## src/rtl/gcam_pkg.sv

```systemverilog
`default_nettype none
package gcam_pkg;

   // default sizes
   localparam int unsigned MAX_CHARS_DEF      = 8;
   localparam int unsigned WINDOW_DEPTH_DEF   = 64;
   localparam int unsigned GAP_BITS_DEF       = 4;
   localparam int unsigned MAX_TOTAL_DIST_DEF = 15;
   localparam int unsigned COUNT_BITS_DEF     = 32;

   // register field widths
   localparam int unsigned PATTERN_SYMBOLS_W = 64;
   localparam int unsigned PATTERN_LENGTH_W  = 4;
   localparam int unsigned GAP_FIELD_W       = 28;
   localparam int unsigned LENGTH_W          = 7;
   localparam int unsigned CHAR_LIMIT_W      = 8;
   localparam int unsigned TOTAL_LIMIT_W     = 4;
   localparam int unsigned SYMBOL_W          = 8;
   localparam int unsigned ENDING_W          = 32;
   localparam int unsigned TOTAL_W           = 48;
   localparam int unsigned CSR_INDEX_W       = 3;
   localparam int unsigned CSR_DATA_W        = 64;

   localparam logic [ENDING_W-1:0] OUT_CAP   = '1;
   localparam logic [TOTAL_W-1:0]  TOTAL_CAP = '1;

   // register indexes
   typedef enum logic [CSR_INDEX_W-1:0] {
      REG_PATTERN_SYMBOLS = 3'd0,
      REG_PATTERN_LENGTH  = 3'd1,
      REG_GAP_MINS        = 3'd2,
      REG_GAP_MAXS        = 3'd3,
      REG_MIN_LENGTH      = 3'd4,
      REG_MAX_LENGTH      = 3'd5,
      REG_CHAR_LIMIT      = 3'd6,
      REG_TOTAL_LIMIT     = 3'd7
   } csr_index_type;

   // commands from controller to datapath
   typedef struct packed {
      logic start;
      logic sym_rd;
      logic dist_ld;
      logic row_rd;
      logic acc_add;
      logic row_wr;
      logic lvl_next;
      logic fin_rd;
      logic fin_add;
      logic lane_sum;
   } gcam_cmd_type;

   // status from datapath to controller
   typedef struct packed {
      logic g_go;
      logic np_last;
      logic lvl_last;
      logic sum_last;
   } gcam_stat_type;

   // field idx of a packed register, zero when past 64 bits
   function automatic logic [63:0] get_field(logic [63:0] r, int unsigned idx,
                                             int unsigned bits);
      int unsigned sh;
      logic [63:0] mask;
      sh   = idx * bits;
      mask = (bits >= 64) ? '1 : ((64'(1) << bits) - 64'(1));
      if (sh >= 64) begin
         return '0;
      end
      return (r >> sh) & mask;
   endfunction

   function automatic logic [SYMBOL_W-1:0] abs_diff(logic [SYMBOL_W-1:0] a,
                                                    logic [SYMBOL_W-1:0] b);
      return (a > b) ? (a - b) : (b - a);
   endfunction

endpackage
`default_nettype wire

```

## src/rtl/gcam_ctrl.sv

```systemverilog
`default_nettype none
module gcam_ctrl (
   input  wire logic                   clock,
   input  wire logic                   reset,
   input  wire logic                   req_valid,
   output logic                        req_ready,
   input  wire logic                   out_free,
   output logic                        load_out,
   input  wire gcam_pkg::gcam_stat_type stat,
   output gcam_pkg::gcam_cmd_type      cmd
);
   import gcam_pkg::*;

   typedef enum logic [3:0] {
      ST_IDLE, ST_SYM, ST_DIST, ST_RD, ST_ACC, ST_WR, ST_LVL,
      ST_FRD, ST_FADD, ST_SUM, ST_DONE
   } state_type;

   state_type state_ff, state_in;

   // sequencing of one item
   always_comb begin
      state_in = state_ff;
      cmd      = '0;
      load_out = 1'b0;
      unique case (state_ff)
         ST_IDLE: begin
            if (req_valid) begin
               cmd.start = 1'b1;
               state_in  = ST_SYM;
            end
         end
         ST_SYM: begin
            cmd.sym_rd = 1'b1;
            state_in   = ST_DIST;
         end
         ST_DIST: begin
            cmd.dist_ld = 1'b1;
            state_in    = ST_RD;
         end
         ST_RD: begin
            if (stat.g_go) begin
               cmd.row_rd = 1'b1;
               state_in   = ST_ACC;
            end else begin
               state_in = ST_WR;
            end
         end
         ST_ACC: begin
            cmd.acc_add = 1'b1;
            state_in    = ST_RD;
         end
         ST_WR: begin
            cmd.row_wr = 1'b1;
            state_in   = stat.np_last ? ST_LVL : ST_SYM;
         end
         ST_LVL: begin
            cmd.lvl_next = 1'b1;
            state_in     = stat.lvl_last ? ST_FRD : ST_SYM;
         end
         ST_FRD: begin
            cmd.fin_rd = 1'b1;
            state_in   = ST_FADD;
         end
         ST_FADD: begin
            cmd.fin_add = 1'b1;
            state_in    = stat.np_last ? ST_SUM : ST_FRD;
         end
         ST_SUM: begin
            cmd.lane_sum = 1'b1;
            if (stat.sum_last) begin
               state_in = ST_DONE;
            end
         end
         ST_DONE: begin
            if (out_free) begin
               load_out = 1'b1;
               state_in = ST_IDLE;
            end
         end
         default: state_in = ST_IDLE;
      endcase
   end

   always_ff @(posedge clock) begin
      if (reset) begin
         state_ff <= ST_IDLE;
      end else begin
         state_ff <= state_in;
      end
   end

   assign req_ready = (state_ff == ST_IDLE);

endmodule
`default_nettype wire

```

## config.mk

```make
export PLATFORM = sky130hd
export DESIGN_NAME = gcam_ctrl
export DESIGN_NICKNAME = d
export VERILOG_FILES = /design/src/rtl/gcam_pkg.sv /design/src/rtl/gcam_ctrl.sv
export SDC_FILE = /design/constraint.sdc
export NUM_CORES = 1
export LEC_CHECK = 0
export BUFFER_PORTS_ARGS = -buffer_cell sky130_fd_sc_hd__buf_2
export CORE_UTILIZATION = 30
export CTS_BUF_LIST = sky130_fd_sc_hd__clkbuf_8 sky130_fd_sc_hd__clkbuf_16
export CTS_CLUSTER_SIZE = 24
export DETAILED_ROUTE_END_ITERATION = 7
export HOLD_SLACK_MARGIN = 0.12
export PLACE_DENSITY = 0.64
export SYNTH_ARGS = -nofsm -noshare
export SYNTH_HDL_FRONTEND = slang
export SYNTH_SLANG_ARGS = --single-unit
```

## constraint.sdc

```tcl
create_clock -name clock -period 1.3 [get_ports clock]
set_clock_uncertainty 0.05 [all_clocks]
set_input_delay 0.13 -clock clock [delete_from_list [all_inputs] [get_ports clock]]
set_output_delay 0.13 -clock clock [all_outputs]
set_load 0.02 [all_outputs]
```

# ---- After elaboration in Yosys (flattened, before gate mapping)
# Index checks and enable logic that the tools add are counted.
dict set report word_totals {
  regBits 4
  in_bits 8
  out_inout_bits 12
  wordCells 39
}
dict set report classes {
  eq_ne 13
  muxes 22
  n_reduce_logical 3
}
# operator count
set op_table {}
lappend op_table {{4-bit one-hot mux with 10 select lines} 1}
lappend op_table {{4-bit by 3-bit == test with 1-bit output, second input constant} 4}
lappend op_table {{4-bit two-way mux} 4}
lappend op_table {{1-bit two-way mux} 15}
lappend op_table {{4-bit == test, second input constant} 3}
lappend op_table {{4-bit by 2-bit == test with 1-bit output, second input constant} 2}
lappend op_table {{3-bit two-way mux} 2}
lappend op_table {{2-bit != test, second input constant} 3}
lappend op_table {{4-bit by 1-bit == test with 1-bit output, second input constant} 1}
lappend op_table {{4-bit logical NOT} 1}
lappend op_table {{3-bit AND reduction} 1}
lappend op_table {{2-bit OR reduction} 1}

# ---- Longest topological paths before layout
# Gate-level depths: netlist of run 1.
dict set report depth {
  ltp_word 3
  depth_mapped 5
  depth_no_buf 4
}

# ---- Worst setup path before layout of run 1
# OpenSTA, ideal clock, no wires.
dict set report synth_timing {
  kind {flip-flop to flip-flop}
  start {register state_ff[2]}
  end {register state_ff[1]}
  setup_ns 0.113
  arrival_ns 1.526
  t_required_ns 1.137
  slack_ns -0.390
  path_stages_with_launch 5
  path_buffers 0
  period_less_slack_ns 1.690
  cell_sequence {dfxtp_1 nor4_1 o2bb2ai_1 a221o_1 a21oi_2}
}
dict set report synth_between {
  elab_chain_cells 3
  word_cells_on_any_way 17
  classes_between {13 x eq/ne; 1 x mux; 3 x reduce/logical}
}
# element line
set synth_lines {}
lappend synth_lines {{from (decl)} gcam_ctrl.sv:19} ;# state_type state_ff, state_in;
lappend synth_lines {{from (signal assigned)} gcam_ctrl.sv:89} ;# state_ff <= state_in;
lappend synth_lines {{4-bit logical NOT (*)} --}
lappend synth_lines {{via req_ready} gcam_ctrl.sv:6} ;# output logic req_ready,
lappend synth_lines {{2-bit != test (no line)} --}
lappend synth_lines {{3-bit AND reduction (no line)} --}
# Mark *: on every way through the listed nets, which the timed path passes. The rest lies on a longest branch.
# A chain may end at the register's enable or synchronous reset.

==> results of run 1 <==
[tightest hold or removal path, cell delays in order]
cell	delay (ns)
buf_2	0.12
o22ai_4	0.08
nand2_1	0.06
a21oi_1	0.06
[cell type report]
cell class | instances | area share (%)
inverter | 3 | 1.12
clock buffer | 3 | 4.12
tap | 14 | 1.75
timing repair buffer | 44 | 38.8
sequential | 4 | 9.24
multi-input combinational | 47 | 44.9
[cells in the final DEF, fill, tap and decap left out, types with 2 or more instances in the layout]
cell type,instances
a21oi_1,3
buf_2,9
buf_4,13
buf_6,21
clkbuf_8,3
dfxtp_4,3
inv_1,3
nand2b_4,4
nand3b_1,2
nor2_1,6
nor2_4,4
nor3_1,3
nor3_4,3
[power groups by stage]
stage | sequential, mW | clock (mW) | combinational [mW]
global route | 0.154 | 0.280 | 0.453
finish | 0.153 | 0.269 | 0.433
floorplan | 0.149 | 0 | 0.160
CTS | 0.151 | 0.270 | 0.363
detailed placement | 0.151 | 0 | 0.278
global placement | 0.150 | 0 | 0.272
[stage by stage]
stage | power (mW) | util [%] | setup slack [ns] | TNS, ns
2_1_floorplan | 0.309 | - | -0.114 | -0.262
4_1_cts | 0.783 | 77.9 | -0.159 | -1.27
3_5_place_dp | 0.430 | 56.5 | -0.174 | -0.475
5_1_grt | 0.887 | 86.7 | -0.238 | -2.23
3_3_place_gp | 0.422 | 56.5 | -0.108 | -0.324
6_report | 0.856 | 86.7 | -0.215 | -1.70
[layer usage]
metal	wire [um]	up-vias	global-route usage, %	part of all wire, %
li1	-	299	-	-
met1	818	314	27.3	42
met2	1030	28	54.7	53
met3	80	2	3.49	4.2
met4	2	0	5.36	0.10
met5	0	-	0	0
[worst paths after layout]
check | start | endpoint | depth (start not counted)
max | state_ff[2] | cmd[9] | 4
min | stat[0] | state_ff[3] | 4
max reg2reg | state_ff[2] | state_ff[1] | 6
min reg2reg | state_ff[3] | state_ff[2] | 2
[repair_timing]
item	in CTS	in global routing
pin swaps	7	9
endpoints found under the hold margin	3	0
resized for setup	43	17
buffers inserted	6	2
hold buffers	1	0
setup endpoints to repair	16	15
[cell families after synthesis]
logic type,count (synthesis),share of synthesized area [%]
AOI/OAI and AO/OA,13,24.1
buffers and inverters,7,7.71
DFF,4,20.6
and+or+nand+nor,34,47.6
==> results.cfg, run 1 <==
[sta]
rsz0062_at_grt = true
max_freq_mhz = 660
drv_slew = 0
relSlewSlack_pct = 80.7
timing.final.ws_setup_ns = -0.215
hold_viol_final = 0
worstMarginPinSlew_ns = 0.287
period_share_pct = 117
whs_ns = 0.227
fin_crit_ns = 1.52
setup_viol = 14

[grt]
grt_max_degree = 9
grt-ovfl-total = 0
antenna_found_initial = 0
track_usage_pct = 26.4
grt_pass1_wl_um = 2640
grt_pass1_vias = 629

[critical_path]
path_max_fanout = 5
critPathSlowestCell = dfxtp_4
end_kind = output pin
crit_family = simple AND/OR/NAND/NOR gates
critical_path_class = flip-flop to output pin
ff2ff_setup_slack_ns = -0.16
critPathBufInv = 2
crit_required_ns = 1.12
critPathArrivalTime_ns = 1.34
path_common_cell = buf_6
slowest_delay_ns = 0.36
start_kind = flip-flop
crit_chain = buf_6 -> nor4_4 -> and2_4 -> buf_6

[synthesis]
syn_inst = 58
synth.avg_cell_area_um2 = 6.71
syn_area_um2 = 389
synth-async-reset-ratio_pct = 0
synth_nets = 66
yosys.area.top_type_share_pct = 20.6
yosys-top-cells-area = dfxtp_1 21%, nor2_1 9.6%, nor3_1 9.0%, nand2b_1 6.4%, a21oi_1 3.9%
synth-edff-count = 0
yosysMostFrequentCell = nor2_1
synth_top_cell_by_area = dfxtp_1
synth_ff_type = dfxtp_1
synth_commonest_cells = 10 x nor2_1, 7 x nor3_1, 4 x dfxtp_1, 4 x nand2b_1
ys_seq_area_share_pct = 20.6
synth-seq-cells = 4
synth.distinct_cells = 28
ys_warn_count = 0

[final_layout]
regMostFlops = state_ff
multi_input_area_um2 = 450
area_delta_synth_final_pct = 158
stdcell_area_um2 = 1000
largest_reg_flops = 4
nets = 111
seq_area_um2 = 92.6
layout-drive-gt1-share_pct = 69.3
top_regs = state_ff: 4 flops
stdcell_count = 115
fillers = 54
insertedDiodeCount = 0

[floorplanning]
die_y_um = 38.0
fp.coreArea_um2 = 1160
die_width_um = 38.0
start_util_pct = 33.7
dieArea_um2 = 1450
io_pins = 20
rows = 12

[outcome]
violations = setup timing
status = finished, violations left

[clock_tree]
cts_tree = yes
clk_path_buf_depth = 2
h-tree-depth = 1
clk_pin_slew_ns = 0.04
clkSinkCount = 4
cts_buffers = 3
cts_root_buf = clkbuf_8
clock_latency_ns = 0.22

[run]
cap_violations = 0

[power_and_ir_drop]
comb_power_share_pct = 50.6
p_leak_nw = 0.421
clockPowerShare_pct = 31.5
irDropWorstVdd_mv = 0.918
pwr-share-seq_pct = 17.9
p_switching_mw = 0.305
swShare_pct = 35.6
power_density_nw_per_um2 = 854
p_int_mw = 0.551

[place]
place_hpwl_um = 1080
dp.cells = 103
place_area_um2 = 653
io_buffers = 19
gp_congestion = 0.860

[drt]
drtPass1Iterations = 4
drt_first_iter_violations = 21
detail-route-antenna-nets = 0
via_per_inst = 5.59
dr_total_vias = 643
drc = 0
routedWlPerCell_um = 16.7
wirelength_um = 1930

[hold_path]
hold_path.class = primary input to flip-flop
Note: power is estimated with default switching activity, not from simulation.
==> inputs of run 2 (changes only) <==
- SKIP_CTS_REPAIR_TIMING: unset -> 1
==> run 2 against run 1 <==
Net effect: the flow still finishes with violations (setup timing); non-clock buffer count fell by 3; die area unchanged; global-route usage decreased by 5.8 points; core utilization down 8.8 points; sequential share of layout area up 1.0 points; register-to-register slack is essentially flat; first-iteration DRC count down 43%; clock-buffer cell count unchanged; wire length decreased by 16%; power shrank 7.3%; via count is 5.3% lower; largest power group unchanged.
==> results.cfg, run 2 (synthesis results as in run 1) <==
[final_layout]
nets = 108
layout_commonest_cell = buf_4
regMostFlops = state_ff
insertedDiodeCount = 0
final_cell_mix = 17 x buf_4, 14 x buf_6, 9 x buf_2
largest_reg_flops = 4
layout-drive-gt1-share_pct = 62.2
fillers = 76
area_delta_synth_final_pct = 132
top_regs = state_ff: 4 flops
stdcell_count = 112
seq_area_um2 = 92.6
multi_input_area_um2 = 398

[outcome]
status = finished, violations left
violations = setup timing

[critical_path]
path_common_cell = buf_6
slowest_delay_ns = 0.36
critPathArrivalTime_ns = 1.35
crit_chain = buf_6 -> nor4_4 -> and2_1 -> buf_6
crit_required_ns = 1.12
start_kind = flip-flop
path_max_fanout = 7
end_kind = output pin
critPathSlowestCell = dfxtp_4
critical_path_class = flip-flop to output pin

[place]
dp.cells = 103
place_hpwl_um = 1080
io_buffers = 19
gp_congestion = 0.860

[clock_tree]
cts_buffers = 3
cts_tree = yes
cts_root_buf = clkbuf_8
clkSinkCount = 4
h-tree-depth = 1
clk_path_buf_depth = 2
clk_pin_slew_ns = 0.03
clock_latency_ns = 0.22

[sta]
worstMarginPinSlew_ns = 0.261
period_share_pct = 118
rsz0062_at_grt = true
setup_viol = 15
fin_crit_ns = 1.53
hold_viol_final = 0
relSlewSlack_pct = 82.5
drv_slew = 0
max_freq_mhz = 652
whs_ns = 0.190
timing.final.ws_setup_ns = -0.233

[floorplanning]
die_width_um = 38.0
io_pins = 20
rows = 12
start_util_pct = 33.7
dieArea_um2 = 1450
die_y_um = 38.0
fp.coreArea_um2 = 1160

[drt]
drc = 0
wirelength_um = 1610
routedWlPerCell_um = 14.4
drt_first_iter_violations = 12
drtPass1Iterations = 6
detail-route-antenna-nets = 0
dr_total_vias = 609
via_per_inst = 5.44

[power_and_ir_drop]
p_leak_nw = 0.399
irDropWorstVdd_mv = 0.495
power_density_nw_per_um2 = 881

[grt]
antenna_found_initial = 0
grt-ovfl-total = 0
grt_pass1_wl_um = 2110
track_usage_pct = 20.6
grt_pass1_vias = 523
grt_max_degree = 9

[hold_path]
hold_path.class = primary input to flip-flop

[run]
cap_violations = 0
## run 2: cell type report
class | instances | share of cell area [%]
timing repair buffer | 41 | 37.8
sequential | 4 | 10.3
multi-input combinational | 47 | 44.2
clock buffer | 3 | 4.58
inverter | 3 | 1.25
tap | 14 | 1.94
## run 2: final timing paths
kind,startpoint,to,slack (ns),depth (start not counted)
worst max-delay path,state_ff[1],cmd[9],-0.23,4
worst min-delay path,out_free,state_ff[1],0.19,3
worst max register to register,state_ff[1],state_ff[1],-0.17,6
worst min register to register,state_ff[3],state_ff[2],0.59,2
## run 2: stage by stage
step	power [mW]	cell area (um2)	TNS (ns)	worst slack [ns]	util [%]
detailed placement	0.430	653	-0.475	-0.174	56.5
finish	0.794	901	-1.60	-0.233	77.9
floorplan	0.309	440	-0.262	-0.114	-
global route	0.827	901	-2.14	-0.299	77.9
global placement	0.422	653	-0.324	-0.108	56.5
CTS	0.699	694	-2.90	-0.271	60.1
## run 2: metal layers
| layer | GRT usage, % | share of wire, % | vias to the layer above |
|---|---|---|---|
| li1 | - | - | 292 |
| met5 | 0 | 0 | - |
| met3 | 3.49 | 3.2 | 5 |
| met2 | 39.2 | 54 | 23 |
| met4 | 5.36 | 2.1 | 0 |
| met1 | 23.1 | 41 | 289 |
## run 2: critical path, delay by kind of cell, from the launching register on
kind          cells  cell delay, ns
buf+inv           2            0.25
simple gates      2            0.52
flops             1            0.36
## run 2: power by group
group          internal [mW]  total [mW]  switching, mW  leakage, nW
combinational          0.197       0.377          0.180        0.342
clock                  0.198       0.265         0.0677       0.0216
sequential             0.133       0.151         0.0173       0.0352
total                  0.528       0.794          0.265        0.399
==> inputs of run 3 (changes only) <==
- PLACE_DENSITY: 0.64 -> unset
- SLEW_MARGIN: unset -> 0
==> run 3 against run 2 <==
Net effect: the flow still finishes with violations (setup timing); power down 5.7%; worst setup slack better by 0.050 ns; sequential share of layout area up 0.19 points; clock-buffer cell count unchanged; maximum frequency up 3.4%; clock power down 4%; register-to-register slack better by 0.07 ns; wire length down 8.3%; hold slack better by 0.0013 ns; via count down 5.1%; largest cell class unchanged.
==> results.cfg, run 3 (synthesis results as in run 1) <==
[sta]
whs_ns = 0.191
drv_slew = 0
relSlewSlack_pct = 84.6
max_freq_mhz = 674
hold_viol_final = 0
period_share_pct = 114
setup_viol = 13
fin_crit_ns = 1.48
timing.final.ws_setup_ns = -0.183
rsz0062_at_grt = true
tns_ns = -1.31
worstMarginPinSlew_ns = 0.229

[place]
io_buffers = 19
gp_congestion = 0.819
place_hpwl_um = 955
pre_cts_ws_ns = -0.143

[power_and_ir_drop]
irDropWorstVdd_mv = 1.13
p_leak_nw = 0.367
total_power_mw = 0.748
power_density_nw_per_um2 = 882

[final_layout]
insertedDiodeCount = 0
nets = 106
fillers = 98
seq_area_um2 = 88.8
regMostFlops = state_ff
largest_reg_flops = 4
layout-drive-gt1-share_pct = 61.5
final_cell_mix = 23 x buf_4, 8 x buf_2, 7 x nor2_1, 7 x buf_6, 4 x nor3_2
top_regs = state_ff: 4 flops
utilization_pct = 73.4
area_delta_synth_final_pct = 118
multi_input_area_um2 = 388
layout_commonest_cell = buf_4

[floorplanning]
die_width_um = 38.0
io_pins = 20
fp.coreArea_um2 = 1160
dieArea_um2 = 1450
start_util_pct = 33.7
die_y_um = 38.0
rows = 12

[clock_tree]
h-tree-depth = 1
cts_buffers = 3
cts_tree = yes
clk_path_buf_depth = 2
cts_root_buf = clkbuf_8
clkSinkCount = 4
clock_latency_ns = 0.22
clk_pin_slew_ns = 0.03

[drt]
drtPass1Iterations = 4
routedWlPerCell_um = 13.4
dr_total_vias = 578
via_per_inst = 5.25
wirelength_um = 1480
drc = 0
drt_first_iter_violations = 7
detail-route-antenna-nets = 0

[grt]
grt_pass1_vias = 489
grt_max_degree = 11
track_usage_pct = 20.1
grt_pass1_wl_um = 2020
antenna_found_initial = 0
grt-ovfl-total = 0

[hold_path]
hold_path.class = primary input to flip-flop

[critical_path]
start_kind = flip-flop
crit_required_ns = 1.12
critical_path_class = flip-flop to output pin
path_max_fanout = 7
critPathArrivalTime_ns = 1.30
end_kind = output pin

[run]
cap_violations = 0

[outcome]
status = finished, violations left
violations = setup timing
-- run 3: final timing paths --
kind | start | to | slack (ns) | cells past startpoint
setup / recovery | state_ff[1] | cmd[7] | -0.18 | 4
hold / removal | out_free | state_ff[1] | 0.19 | 3
setup reg to reg | state_ff[1] | state_ff[1] | -0.10 | 4
hold reg to reg | state_ff[3] | state_ff[2] | 0.60 | 2
-- run 3: per-stage QoR --
stage	std cells	cell area, um2
after floorplan	58	440
after global placement	104	661
after detailed placement	104	661
after CTS	107	702
after global routing	110	848
final	110	848
-- run 3: cell type report --
class                           instances  area share, %
Clock buffer                            3           4.87
Inverter                                3           1.33
Multi-Input combinational cell         47           45.7
Sequential cell                         4           10.5
Tap cell                               14           2.06
Timing Repair Buffer                   39           35.5
-- run 3: routing by layer --
metal / share of wire (%) / up-vias / wire length (um) / global-route usage, %
met1: 40 / 268 / 584 / 25.4
li1: - / 286 / - / -
met3: 6.1 / 0 / 90 / 8.72
met5: 0 / - / 0 / 0
met2: 54 / 24 / 801 / 33.6
met4: 0 / 0 / 0 / 0
-- run 3: report_power, final --
| part | switching, mW | internal, mW | leakage (nW) |
|---|---|---|---|
| Clock | 0.0585 | 0.197 | 0.0216 |
| Combinational | 0.172 | 0.174 | 0.311 |
| Sequential | 0.0136 | 0.134 | 0.0347 |
| Total | 0.244 | 0.504 | 0.367 |
-- run 3: worst max-delay path: stages, from the launching register on --
cell,delay (ns)
dfxtp_4,0.36
or2b_1,0.28
buf_4,0.16
nor3_2,0.12
buf_4,0.17
